[config.mk]
export PLATFORM = sky130hd
export DESIGN_NAME = positional_array_table_core_flat
export DESIGN_NICKNAME = d
export VERILOG_FILES = /design/src/hdl/pat_pkg.sv /design/src/hdl/pat_if.sv /design/src/hdl/pat_cell.sv /design/src/hdl/positional_array_table_core.sv /design/src/flat_wrapper.sv
export SDC_FILE = /design/constraint.sdc
export NUM_CORES = 2
export LEC_CHECK = 0
export BUFFER_PORTS_ARGS = -buffer_cell sky130_fd_sc_hd__buf_4
export CAP_MARGIN = 20
export CORE_ASPECT_RATIO = 1.1
export CORE_MARGIN = 10
export CORE_UTILIZATION = 55
export DETAILED_ROUTE_END_ITERATION = 10
export PLACE_DENSITY = 0.76
export SETUP_SLACK_MARGIN = 0.3
export SKIP_LAST_GASP = 1
export SLEW_MARGIN = 20
export SYNTH_ARGS = -nofsm -noshare
export SYNTH_HDL_FRONTEND = slang
export SYNTH_HIERARCHICAL = 1
export SYNTH_SLANG_ARGS = --single-unit
[constraint.sdc]
create_clock -name clk -period 27.4 [get_ports clk]
set_input_delay 4.11 -clock clk [delete_from_list [all_inputs] [get_ports clk]]
set_output_delay 4.11 -clock clk [all_outputs]
set_load 0.02 [all_outputs]
[src/hdl/pat_pkg.sv]
// shared types and codes for the positional array table
// no dependencies; compiled before the interfaces and modules
package pat_pkg;

  localparam logic [2:0] KIND_CLEAR  = 3'd0;
  localparam logic [2:0] KIND_INSERT = 3'd1;
  localparam logic [2:0] KIND_DELETE = 3'd2;
  localparam logic [2:0] KIND_SEARCH = 3'd3;
  localparam logic [2:0] KIND_READ   = 3'd4;

  localparam logic [1:0] STATUS_OK     = 2'd0;
  localparam logic [1:0] STATUS_BADPOS = 2'd1;
  localparam logic [1:0] STATUS_FULL   = 2'd2;
  localparam logic [1:0] STATUS_MISS   = 2'd3;

  typedef enum logic {
    ST_IDLE,
    ST_SCAN
  } state_t;

  typedef enum logic [1:0] {
    CM_HOLD,
    CM_INSERT,
    CM_DELETE,
    CM_ROTATE
  } cell_mode_t;

  typedef struct packed {
    cell_mode_t  mode;
    logic [31:0] value;
  } cell_ctl_t;

  typedef struct packed {
    logic [1:0]  status;
    logic [5:0]  found_index;
    logic [31:0] read_value;
    logic [6:0]  count;
  } res_t;

endpackage

[src/hdl/pat_if.sv]
// valid/ready channel interfaces for requests and responses
// depends on nothing; field widths follow the table's item layout
interface pat_req_if;
  logic               valid;
  logic               ready;
  logic [2:0]         kind;
  logic [6:0]         position;
  logic signed [31:0] value;

  modport source (output valid, kind, position, value, input ready);
  modport sink   (input valid, kind, position, value, output ready);
endinterface

interface pat_rsp_if;
  logic               valid;
  logic               ready;
  logic [1:0]         status;
  logic [5:0]         found_index;
  logic signed [31:0] read_value;
  logic [6:0]         count;

  modport source (output valid, status, found_index, read_value, count, input ready);
  modport sink   (input valid, status, found_index, read_value, count, output ready);
endinterface

[src/hdl/pat_cell.sv]
// one storage cell of the table chain
// depends on pat_pkg for the broadcast control struct
module pat_cell #(
  parameter int IW  = 6,
  parameter int IDX = 0
) (
  input  logic                clk,
  input  pat_pkg::cell_ctl_t  ctl,
  input  logic [IW-1:0]       idx,
  input  logic [31:0]         left,
  input  logic [31:0]         right,
  output logic [31:0]         value
);
  import pat_pkg::*;

  localparam logic [IW-1:0] MY_IDX = IW'(IDX);

  always_ff @(posedge clk) begin
    case (ctl.mode)
      CM_INSERT: begin
        if (MY_IDX > idx) begin
          value <= left;
        end else if (MY_IDX == idx) begin
          value <= ctl.value;
        end
      end
      CM_DELETE: begin
        if (MY_IDX >= idx) begin
          value <= right;
        end
      end
      CM_ROTATE: value <= right;
      default: ;
    endcase
  end

endmodule

[src/hdl/positional_array_table_core.sv]
// top level of the positional array table: cell chain, sequencer, response queue
// depends on pat_pkg, pat_req_if / pat_rsp_if and pat_cell
//
// clear, insert, delete and rejected requests: the response is queued at the
// accepting edge and shows on rsp the next cycle if no older response waits
// search and good reads: the chain rotates once around all DEPTH cells,
// cell 0 is inspected each cycle; the response is queued on the last step
// a two-entry response queue lets a request be taken while a response waits
// synchronous active-high reset empties the table and the queue; no clearing pass
module positional_array_table_core #(
  parameter int DEPTH = 64
) (
  input  logic       clk,
  input  logic       rst,
  pat_req_if.sink    req,
  pat_rsp_if.source  rsp
);
  import pat_pkg::*;

  // widths derived from the depth
  localparam int IW = $clog2(DEPTH);
  localparam int CW = $clog2(DEPTH + 1);
  localparam int MW = ((CW > 7) ? CW : 7) + 1;
  localparam logic [IW-1:0] LAST = IW'(DEPTH - 1);
  localparam logic [MW-1:0] FULL_COUNT = MW'(DEPTH);

  // control state
  state_t          state, state_next;
  logic [CW-1:0]   count, count_next;

  // scan registers
  logic            scan_search;
  logic [6:0]      scan_pos;
  logic [31:0]     scan_val;
  logic [IW-1:0]   scan_k;
  logic            hit;
  logic [IW-1:0]   hit_index;
  logic [31:0]     rd_data;

  // response queue
  res_t            q_res [2];
  logic            wr_ptr, rd_ptr;
  logic [1:0]      fill;

  // chain wiring
  logic [31:0]     vals [DEPTH];
  cell_ctl_t       ctl;
  logic [IW-1:0]   cell_idx;
  logic [31:0]     head;

  logic            accept, pop, push;
  res_t            res;
  logic [MW-1:0]   pos_ext, cnt_ext, k_ext, found_ext, scan_pos_ext;
  logic            hit_now, rd_now;

  assign head         = vals[0];
  assign pos_ext      = MW'(req.position);
  assign cnt_ext      = MW'(count);
  assign k_ext        = MW'(scan_k);
  assign scan_pos_ext = MW'(scan_pos);

  assign req.ready = (state == ST_IDLE) && (fill != 2'd2);
  assign accept    = req.valid && req.ready;
  assign pop       = rsp.valid && rsp.ready;

  // match at the head cell, only over occupied entries
  assign hit_now = (k_ext < cnt_ext) && (head == scan_val);
  assign rd_now  = (k_ext == scan_pos_ext);

  // cell chain: left neighbour feeds inserts, right neighbour deletes and rotation
  for (genvar i = 0; i < DEPTH; i++) begin : g_cell
    pat_cell #(
      .IW  (IW),
      .IDX (i)
    ) u_cell (
      .clk   (clk),
      .ctl   (ctl),
      .idx   (cell_idx),
      .left  (vals[(i + DEPTH - 1) % DEPTH]),
      .right (vals[(i + 1) % DEPTH]),
      .value (vals[i])
    );
  end

  // sequencer: next state, chain command and response
  always_comb begin
    state_next  = state;
    count_next  = count;
    ctl.mode    = CM_HOLD;
    ctl.value   = req.value;
    cell_idx    = IW'(pos_ext - MW'(1));
    push        = 1'b0;
    res         = '0;
    found_ext   = '0;
    case (state)
      ST_IDLE: begin
        if (accept) begin
          push       = 1'b1;
          res.status = STATUS_OK;
          case (req.kind)
            KIND_CLEAR: count_next = '0;
            KIND_INSERT: begin
              if ((req.position == 7'd0) || (pos_ext > cnt_ext + MW'(1))) begin
                res.status = STATUS_BADPOS;
              end else if (cnt_ext == FULL_COUNT) begin
                res.status = STATUS_FULL;
              end else begin
                ctl.mode   = CM_INSERT;
                count_next = count + CW'(1);
              end
            end
            KIND_DELETE: begin
              if ((req.position == 7'd0) || (pos_ext > cnt_ext)) begin
                res.status = STATUS_BADPOS;
              end else begin
                ctl.mode   = CM_DELETE;
                count_next = count - CW'(1);
              end
            end
            KIND_SEARCH: begin
              push       = 1'b0;
              state_next = ST_SCAN;
            end
            KIND_READ: begin
              if (pos_ext < cnt_ext) begin
                push       = 1'b0;
                state_next = ST_SCAN;
              end else begin
                res.status = STATUS_BADPOS;
              end
            end
            default: res.status = STATUS_BADPOS;
          endcase
          res.count = 7'(count_next);
        end
      end
      ST_SCAN: begin
        // one rotation step per cycle; full turn restores the order
        ctl.mode = CM_ROTATE;
        if (scan_k == LAST) begin
          push       = 1'b1;
          state_next = ST_IDLE;
          res.count  = 7'(cnt_ext);
          if (scan_search) begin
            if (hit || hit_now) begin
              res.status      = STATUS_OK;
              found_ext       = hit ? MW'(hit_index) : k_ext;
              res.found_index = found_ext[5:0];
            end else begin
              res.status = STATUS_MISS;
            end
          end else begin
            res.status     = STATUS_OK;
            res.read_value = rd_now ? head : rd_data;
          end
        end
      end
      default: state_next = ST_IDLE;
    endcase
  end

  always_ff @(posedge clk) begin
    if (rst) begin
      state <= ST_IDLE;
      count <= '0;
    end else begin
      state <= state_next;
      count <= count_next;
    end
  end

  // scan bookkeeping
  always_ff @(posedge clk) begin
    if (rst) begin
      scan_k <= '0;
      hit    <= 1'b0;
    end else if (state == ST_IDLE) begin
      scan_k <= '0;
      hit    <= 1'b0;
    end else begin
      scan_k <= scan_k + IW'(1);
      if (hit_now && !hit) begin
        hit <= 1'b1;
      end
    end
  end

  always_ff @(posedge clk) begin
    if (accept) begin
      scan_search <= (req.kind == KIND_SEARCH);
      scan_pos    <= req.position;
      scan_val    <= req.value;
    end
    if ((state == ST_SCAN) && hit_now && !hit) begin
      hit_index <= scan_k;
    end
    if ((state == ST_SCAN) && rd_now) begin
      rd_data <= head;
    end
  end

  // two-entry response queue
  always_ff @(posedge clk) begin
    if (rst) begin
      wr_ptr <= 1'b0;
      rd_ptr <= 1'b0;
      fill   <= 2'd0;
    end else begin
      if (push) begin
        wr_ptr <= ~wr_ptr;
      end
      if (pop) begin
        rd_ptr <= ~rd_ptr;
      end
      fill <= fill + {1'b0, push} - {1'b0, pop};
    end
  end

  always_ff @(posedge clk) begin
    if (push) begin
      q_res[wr_ptr] <= res;
    end
  end

  assign rsp.valid       = (fill != 2'd0);
  assign rsp.status      = q_res[rd_ptr].status;
  assign rsp.found_index = q_res[rd_ptr].found_index;
  assign rsp.read_value  = q_res[rd_ptr].read_value;
  assign rsp.count       = q_res[rd_ptr].count;

  // checks
  a_fill_bound: assert property (@(posedge clk) disable iff (rst)
    fill != 2'd3)
    else $error("response queue fill out of range");

  a_push_room: assert property (@(posedge clk) disable iff (rst)
    push |-> (fill != 2'd2) || pop)
    else $error("response pushed into a full queue");

  a_busy_scan: assert property (@(posedge clk) disable iff (rst)
    (state == ST_SCAN) |-> !req.ready)
    else $error("request taken during a scan");

  a_scan_end: assert property (@(posedge clk) disable iff (rst)
    (state == ST_SCAN && scan_k == LAST) |=> (state == ST_IDLE) && rsp.valid)
    else $error("scan did not finish with a response");

  a_count_bound: assert property (@(posedge clk) disable iff (rst)
    MW'(count) <= FULL_COUNT)
    else $error("entry count above depth");

endmodule

[src/flat_wrapper.sv]
// flat-port wrapper written by rule: the top's interface ports become plain ports
module positional_array_table_core_flat import pat_pkg::*;
#(
  parameter int DEPTH = 64
)
  (clk, rst, req_valid, req_kind, req_position, req_value, req_ready, rsp_valid, rsp_status, rsp_found_index, rsp_read_value, rsp_count, rsp_ready);
  pat_req_if req_i ();
  pat_rsp_if rsp_i ();
  input  logic clk;
  input  logic rst;
  input wire logic [$bits(req_i.valid)-1:0] req_valid;
  input wire logic [$bits(req_i.kind)-1:0] req_kind;
  input wire logic [$bits(req_i.position)-1:0] req_position;
  input wire logic [$bits(req_i.value)-1:0] req_value;
  output wire logic [$bits(req_i.ready)-1:0] req_ready;
  output wire logic [$bits(rsp_i.valid)-1:0] rsp_valid;
  output wire logic [$bits(rsp_i.status)-1:0] rsp_status;
  output wire logic [$bits(rsp_i.found_index)-1:0] rsp_found_index;
  output wire logic [$bits(rsp_i.read_value)-1:0] rsp_read_value;
  output wire logic [$bits(rsp_i.count)-1:0] rsp_count;
  input wire logic [$bits(rsp_i.ready)-1:0] rsp_ready;
  assign req_i.valid = req_valid;
  assign req_i.kind = req_kind;
  assign req_i.position = req_position;
  assign req_i.value = req_value;
  assign req_ready = req_i.ready;
  assign rsp_valid = rsp_i.valid;
  assign rsp_status = rsp_i.status;
  assign rsp_found_index = rsp_i.found_index;
  assign rsp_read_value = rsp_i.read_value;
  assign rsp_count = rsp_i.count;
  assign rsp_i.ready = rsp_ready;
  positional_array_table_core #(.DEPTH(DEPTH)) u_core (.clk(clk), .rst(rst), .req(req_i), .rsp(rsp_i));
endmodule
==> reports/results.env <==
P_TOTAL_mW=9.139
GRTUSAGETOTAL_PCT=27.29
FLOORPLAN.DIE.WIDTH_UM=477.0
DR_TOTAL_VIAS=98930
SYNTH_WARN=6
ASYNC_RESET_FF_SHARE_PCT=0
AREA.GROWTH.SYNTH_TO_FINAL_PCT=5.989
GLOBALROUTEOVERFLOWTOTAL=0
LAYOUT.CELLS.MOST_COMMON='edfxtp_1'
GRT_SETUP_UNREPAIRED='false'
FINALCRITICALPERIOD_NS=10.70
CLOCK_INSERTION_DELAY_AT_THE_LATER_PIN_OF_THE_SKEW_REPORT_NS=0.92
POSTROUTEWIRELENGTH_UM=361500
CRITICAL-PATH-SLOWEST-CELL='buf_4'
POST-PLACE-CELLS=14030
WORSTMARGINPINSLEW_NS=1.285
GRT_MAX_DEGREE=275
HOLD_PATH_STARTPOINT='u_core/rd_ptr$_SDFFE_PP0P_'
CRIT_PATH_END_KIND='flip-flop'
WORST_CLOCK_SKEW_NS=0.04496
FIRST_PASS_GRT_WIRE_LENGTH_UM=556700
CTS_MAX_LEVEL=4
WORST_R2R_STARTPOINT='u_core/count[0]$_SDFFE_PP0P_'
NUMBER_OF_ENABLE_TYPE_REGISTER_CELLS_IN_THE_SYNTHESIZED_NETLIST=2220
SYNTH_SEQ_CELLS=2240
VIA_PER_INST=6.838
CP_DATA_ARRIVAL_TIME_NS=11.33
STATUS='finished, final reports clean'
TIMING_WORST_SETUP_PATH_TYPE='in2reg'
CORE.ROWCOUNT=184
HOLD_PATH_DEPTH=2
FINAL_CELL_COUNT_NO_FILL=14470
CLOCK-ROOT-BUFFER='clkbuf_16'
R2R_SETUP_SLACK_NS=19.36
DESIGN.PORTCOUNT=95
CP_TOP_FAMILY='buffers and inverters'
DIE_HEIGHT_UM=522.6
FIN_UTIL_PCT=58.57
FINALMAXSLEWVIOLATIONS=0
NUMCTSBUFFERS=233
POST_CTS.RESIZED_INSTANCES=0
SETUP_VIOL=0
WORSTREG2REGEND='u_core/g_cell[47].u_cell/value[28]$_DFFE_PP_'
HOLD_PATH_CLASS='reg2reg'
MAX-SLEW-MARGIN-REL_PCT=14.33
WORST_EP_REQUIRED_TIME_NS=28.03
ROUTABILITY_DRIVEN_PLACEMENT_CONGESTION_RATIO=0.8650
SYNTH_SEQUENTIAL_AREA_RATIO_PCT=53.09
DETAIL_ROUTE.FIRST_PASS.ITERATIONS=9
WHS_ENDPOINT='u_core/rd_ptr$_SDFFE_PP0P_'
CRITICAL_PATH.STARTPOINT_TYPE='input port'
CELLPOWERDENSITY_nW_PER_UM2=68.26
YS_TYPES=145
CRIT_PATH_MAX_INCR_DELAY_NS=0.76
WORST_R2R_PATH_DEPTH=14
CTS_TREE='yes'
PATH_MAX_FANOUT=274
CTS.REPORTEDPATHS.CLKPINSLEW_NS=0.06
POSTCTSHOLDBUFS=0
DESIGN.CORE.AREA_SQ_UM=228600
VDD_DROP_MAX_mV=0.08680
SYN_AREA_PER_CELL_SQ_UM=10.75
POST_CTS_BUFFERS=0
INITIAL_UTILIZATION_PCT=55.26
LAYOUT.FILLER_CELLS=18530
POSTROUTEANTENNANETS=0
POST-DP-HPWL_UM=225700
DRT_ITER0_MARKERS=14290
LAYOUT-DRIVE-GT1-SHARE_PCT=10.76
FINAL_CLOCK_PERIOD_UTILIZATION_BY_THE_WORST_PATH_PCT=39.05
CRITICAL_PATH_CELL_BY_CELL='buf_4 -> inv_8 -> ha_1 -> or3_1 -> o21ai_1 -> nand3_1 -> o21ai_4 -> buf_4 -> buf_4 -> buf_12 -> buf_12 -> buf_12 -> buf_6 -> nor2b_1 -> a21oi_1'
BUF_INV_STAGES_CRIT_PATH=8
SYN-NUM-NETS=11830
SYN_AREA_SQ_UM=126300
FINALHOLDVIOLATIONS=0
COMMONEST_CELLS_AFTER_ROUTING_FILL_AND_TAPS_ASIDE='edfxtp_1, a21oi_1, nor2b_1, a31oi_1, nand2_1'
MAX_CLOCK_FREQ_GHz=0.09346
DIEAREA_SQ_UM=249300
NUMCLOCKSINKS=2240
SETUP_TNS_NS=0
PLACEMENT.IO_BUFFERS=94
HOLD_SLACK_NS=0.5281
POST-ROUTE-DRC-COUNT=0
CTS_BUFFER_DEPTH=3
NUM-NETS-FINAL=11280
FIRST_GLOBAL_VIAS=94630
SYNTH-MAIN-FF-CELL='edfxtp_1'
GRT_ANTENNA_BEFORE_REPAIR=13
SYN_INST=11750
NUMBER_OF_MAXIMUM_CAPACITANCE_CONSTRAINT_VIOLATIONS=0
WL_PER_CELL_UM=24.99
P_LEAK_nW=42.68
[through the flow]
stage	setup WS (ns)	area (sq um)
after CTS	16.68	133500
after global routing	16.25	133900
after global placement	15.98	126100
after floorplan	6.416	126300
final	16.70	133900
after detailed placement	15.78	126300
[metal layers]
| layer | track usage, % | vias to the layer above | part of all wire (%) |
|---|---|---|---|
| met2 | 44.14 | 6001 | 47 |
| met5 | 0 | - | 0.020 |
| met4 | 10.72 | 12 | 3.7 |
| li1 | - | 43500 | - |
| met1 | 36.85 | 48590 | 40 |
| met3 | 4.519 | 825 | 9.2 |
[final cells by class]
cell class | instances | area (sq um) | share of cell area, %
inverter | 98 | 382.9 | 0.2860
multi-input combinational | 8317 | 52640 | 39.32
clock buffer | 289 | 6125 | 4.574
timing repair buffer | 314 | 2776 | 2.074
antenna | 5 | 12.51 | 0.009345
clock inverter | 135 | 1049 | 0.7831
tap | 3069 | 3840 | 2.868
sequential | 2240 | 67070 | 50.09
[cells by family (layout without fill, tap and decap cells)]
logic type	after synthesis	count (layout)	share of synthesized area, %
AND/OR/NAND/NOR	3071	3071	13.61
multiplexers	368	368	2.994
other	0	5	0
adder cells (fa/ha/maj)	61	61	0.5438
buffers and inverters	1196	836	5.638
AO/OA/AOI/OAI	4758	4758	23.71
flip-flops	2240	2240	53.09
XOR/XNOR	59	59	0.4150
[report_power, final]
| group | internal [mW] | switching [mW] | leakage (nW) |
|---|---|---|---|
| registers | 4.19 | 0.153 | 20.5 |
| logic | 0.615 | 1.11 | 18.7 |
| clock network | 1.68 | 1.38 | 3.51 |
[worst max-delay path by stage]
stage	startpoint	end	slack (ns)	cells past startpoint
after global placement	req_position[0]	u_core/g_cell[46].u_cell/value[18]$_DFFE_PP_	15.98	15
after global routing	req_position[0]	u_core/g_cell[46].u_cell/value[16]$_DFFE_PP_	16.25	15
after detailed placement	req_position[0]	u_core/g_cell[47].u_cell/value[28]$_DFFE_PP_	15.78	15
after CTS	req_position[0]	u_core/g_cell[47].u_cell/value[28]$_DFFE_PP_	16.68	15
final	req_position[0]	u_core/g_cell[47].u_cell/value[28]$_DFFE_PP_	16.70	15
after floorplan	req_position[0]	u_core/g_cell[6].u_cell/value[0]$_DFFE_PP_	6.42	5
[cells in the mapped netlist, types with 17 or more instances]
| cell type | count | area (sq um) |
|---|---|---|
| a21boi_0 | 50 | 375.4 |
| a21oi_1 | 1475 | 7382 |
| a21oi_2 | 134 | 1174 |
| a221o_1 | 177 | 1772 |
| a221o_2 | 47 | 529.3 |
| a31oi_1 | 1005 | 6287 |
| a32oi_1 | 31 | 271.5 |
| and2_1 | 233 | 1458 |
| and3_1 | 71 | 444.2 |
| buf_1 | 33 | 123.9 |
| buf_2 | 277 | 1386 |
| buf_4 | 64 | 480.5 |
| buf_6 | 206 | 2320 |
| buf_8 | 18 | 270.3 |
| clkbuf_1 | 428 | 1607 |
| clkbuf_2 | 49 | 245.2 |
| dfxtp_1 | 20 | 400.4 |
| edfxtp_1 | 2220 | 66660 |
| ha_1 | 27 | 337.8 |
| inv_1 | 93 | 349.1 |
| maj3_1 | 27 | 270.3 |
| mux2_2 | 79 | 889.6 |
| mux2i_1 | 289 | 2893 |
| nand2_1 | 888 | 3333 |
| nand2b_1 | 223 | 1395 |
| nand3_1 | 54 | 270.3 |
| nand4_1 | 19 | 118.9 |
| nand4b_1 | 64 | 560.5 |
| nor2_1 | 98 | 367.9 |
| nor2b_1 | 1270 | 7945 |
| nor3_1 | 17 | 85.08 |
| o211ai_1 | 67 | 503.0 |
| o211ai_2 | 103 | 1289 |
| o21ai_0 | 724 | 3623 |
| o21ai_1 | 533 | 2668 |
| o21ai_2 | 20 | 175.2 |
| o311ai_1 | 60 | 525.5 |
| o31a_1 | 130 | 1139 |
| o31ai_1 | 19 | 142.6 |
| o31ai_2 | 24 | 300.3 |
| or4b_1 | 32 | 320.3 |
| xnor2_1 | 36 | 315.3 |
| xor2_1 | 22 | 192.7 |
[sequential cells by signal, summed over array words and instances, names as in the netlist, 2 cells and up, named ones only]
| signal | flops |
|---|---|
| u_core/scan_k | 6 |
| u_core/rd_data | 32 |
| u_core/q_res | 94 |
| u_core/fill | 2 |
| u_core/scan_pos | 7 |
| u_core/hit_index | 6 |
| u_core/g_cell.u_cell/value | 2048 |
| u_core/count | 7 |
| u_core/scan_val | 32 |
[worst min-delay path, stage by stage, from the launching register on]
cell	delay (ns)
dfxtp_1	0.32
xnor2_1	0.09
nor2_1	0.08
Note: power is estimated with default switching activity, not from simulation.
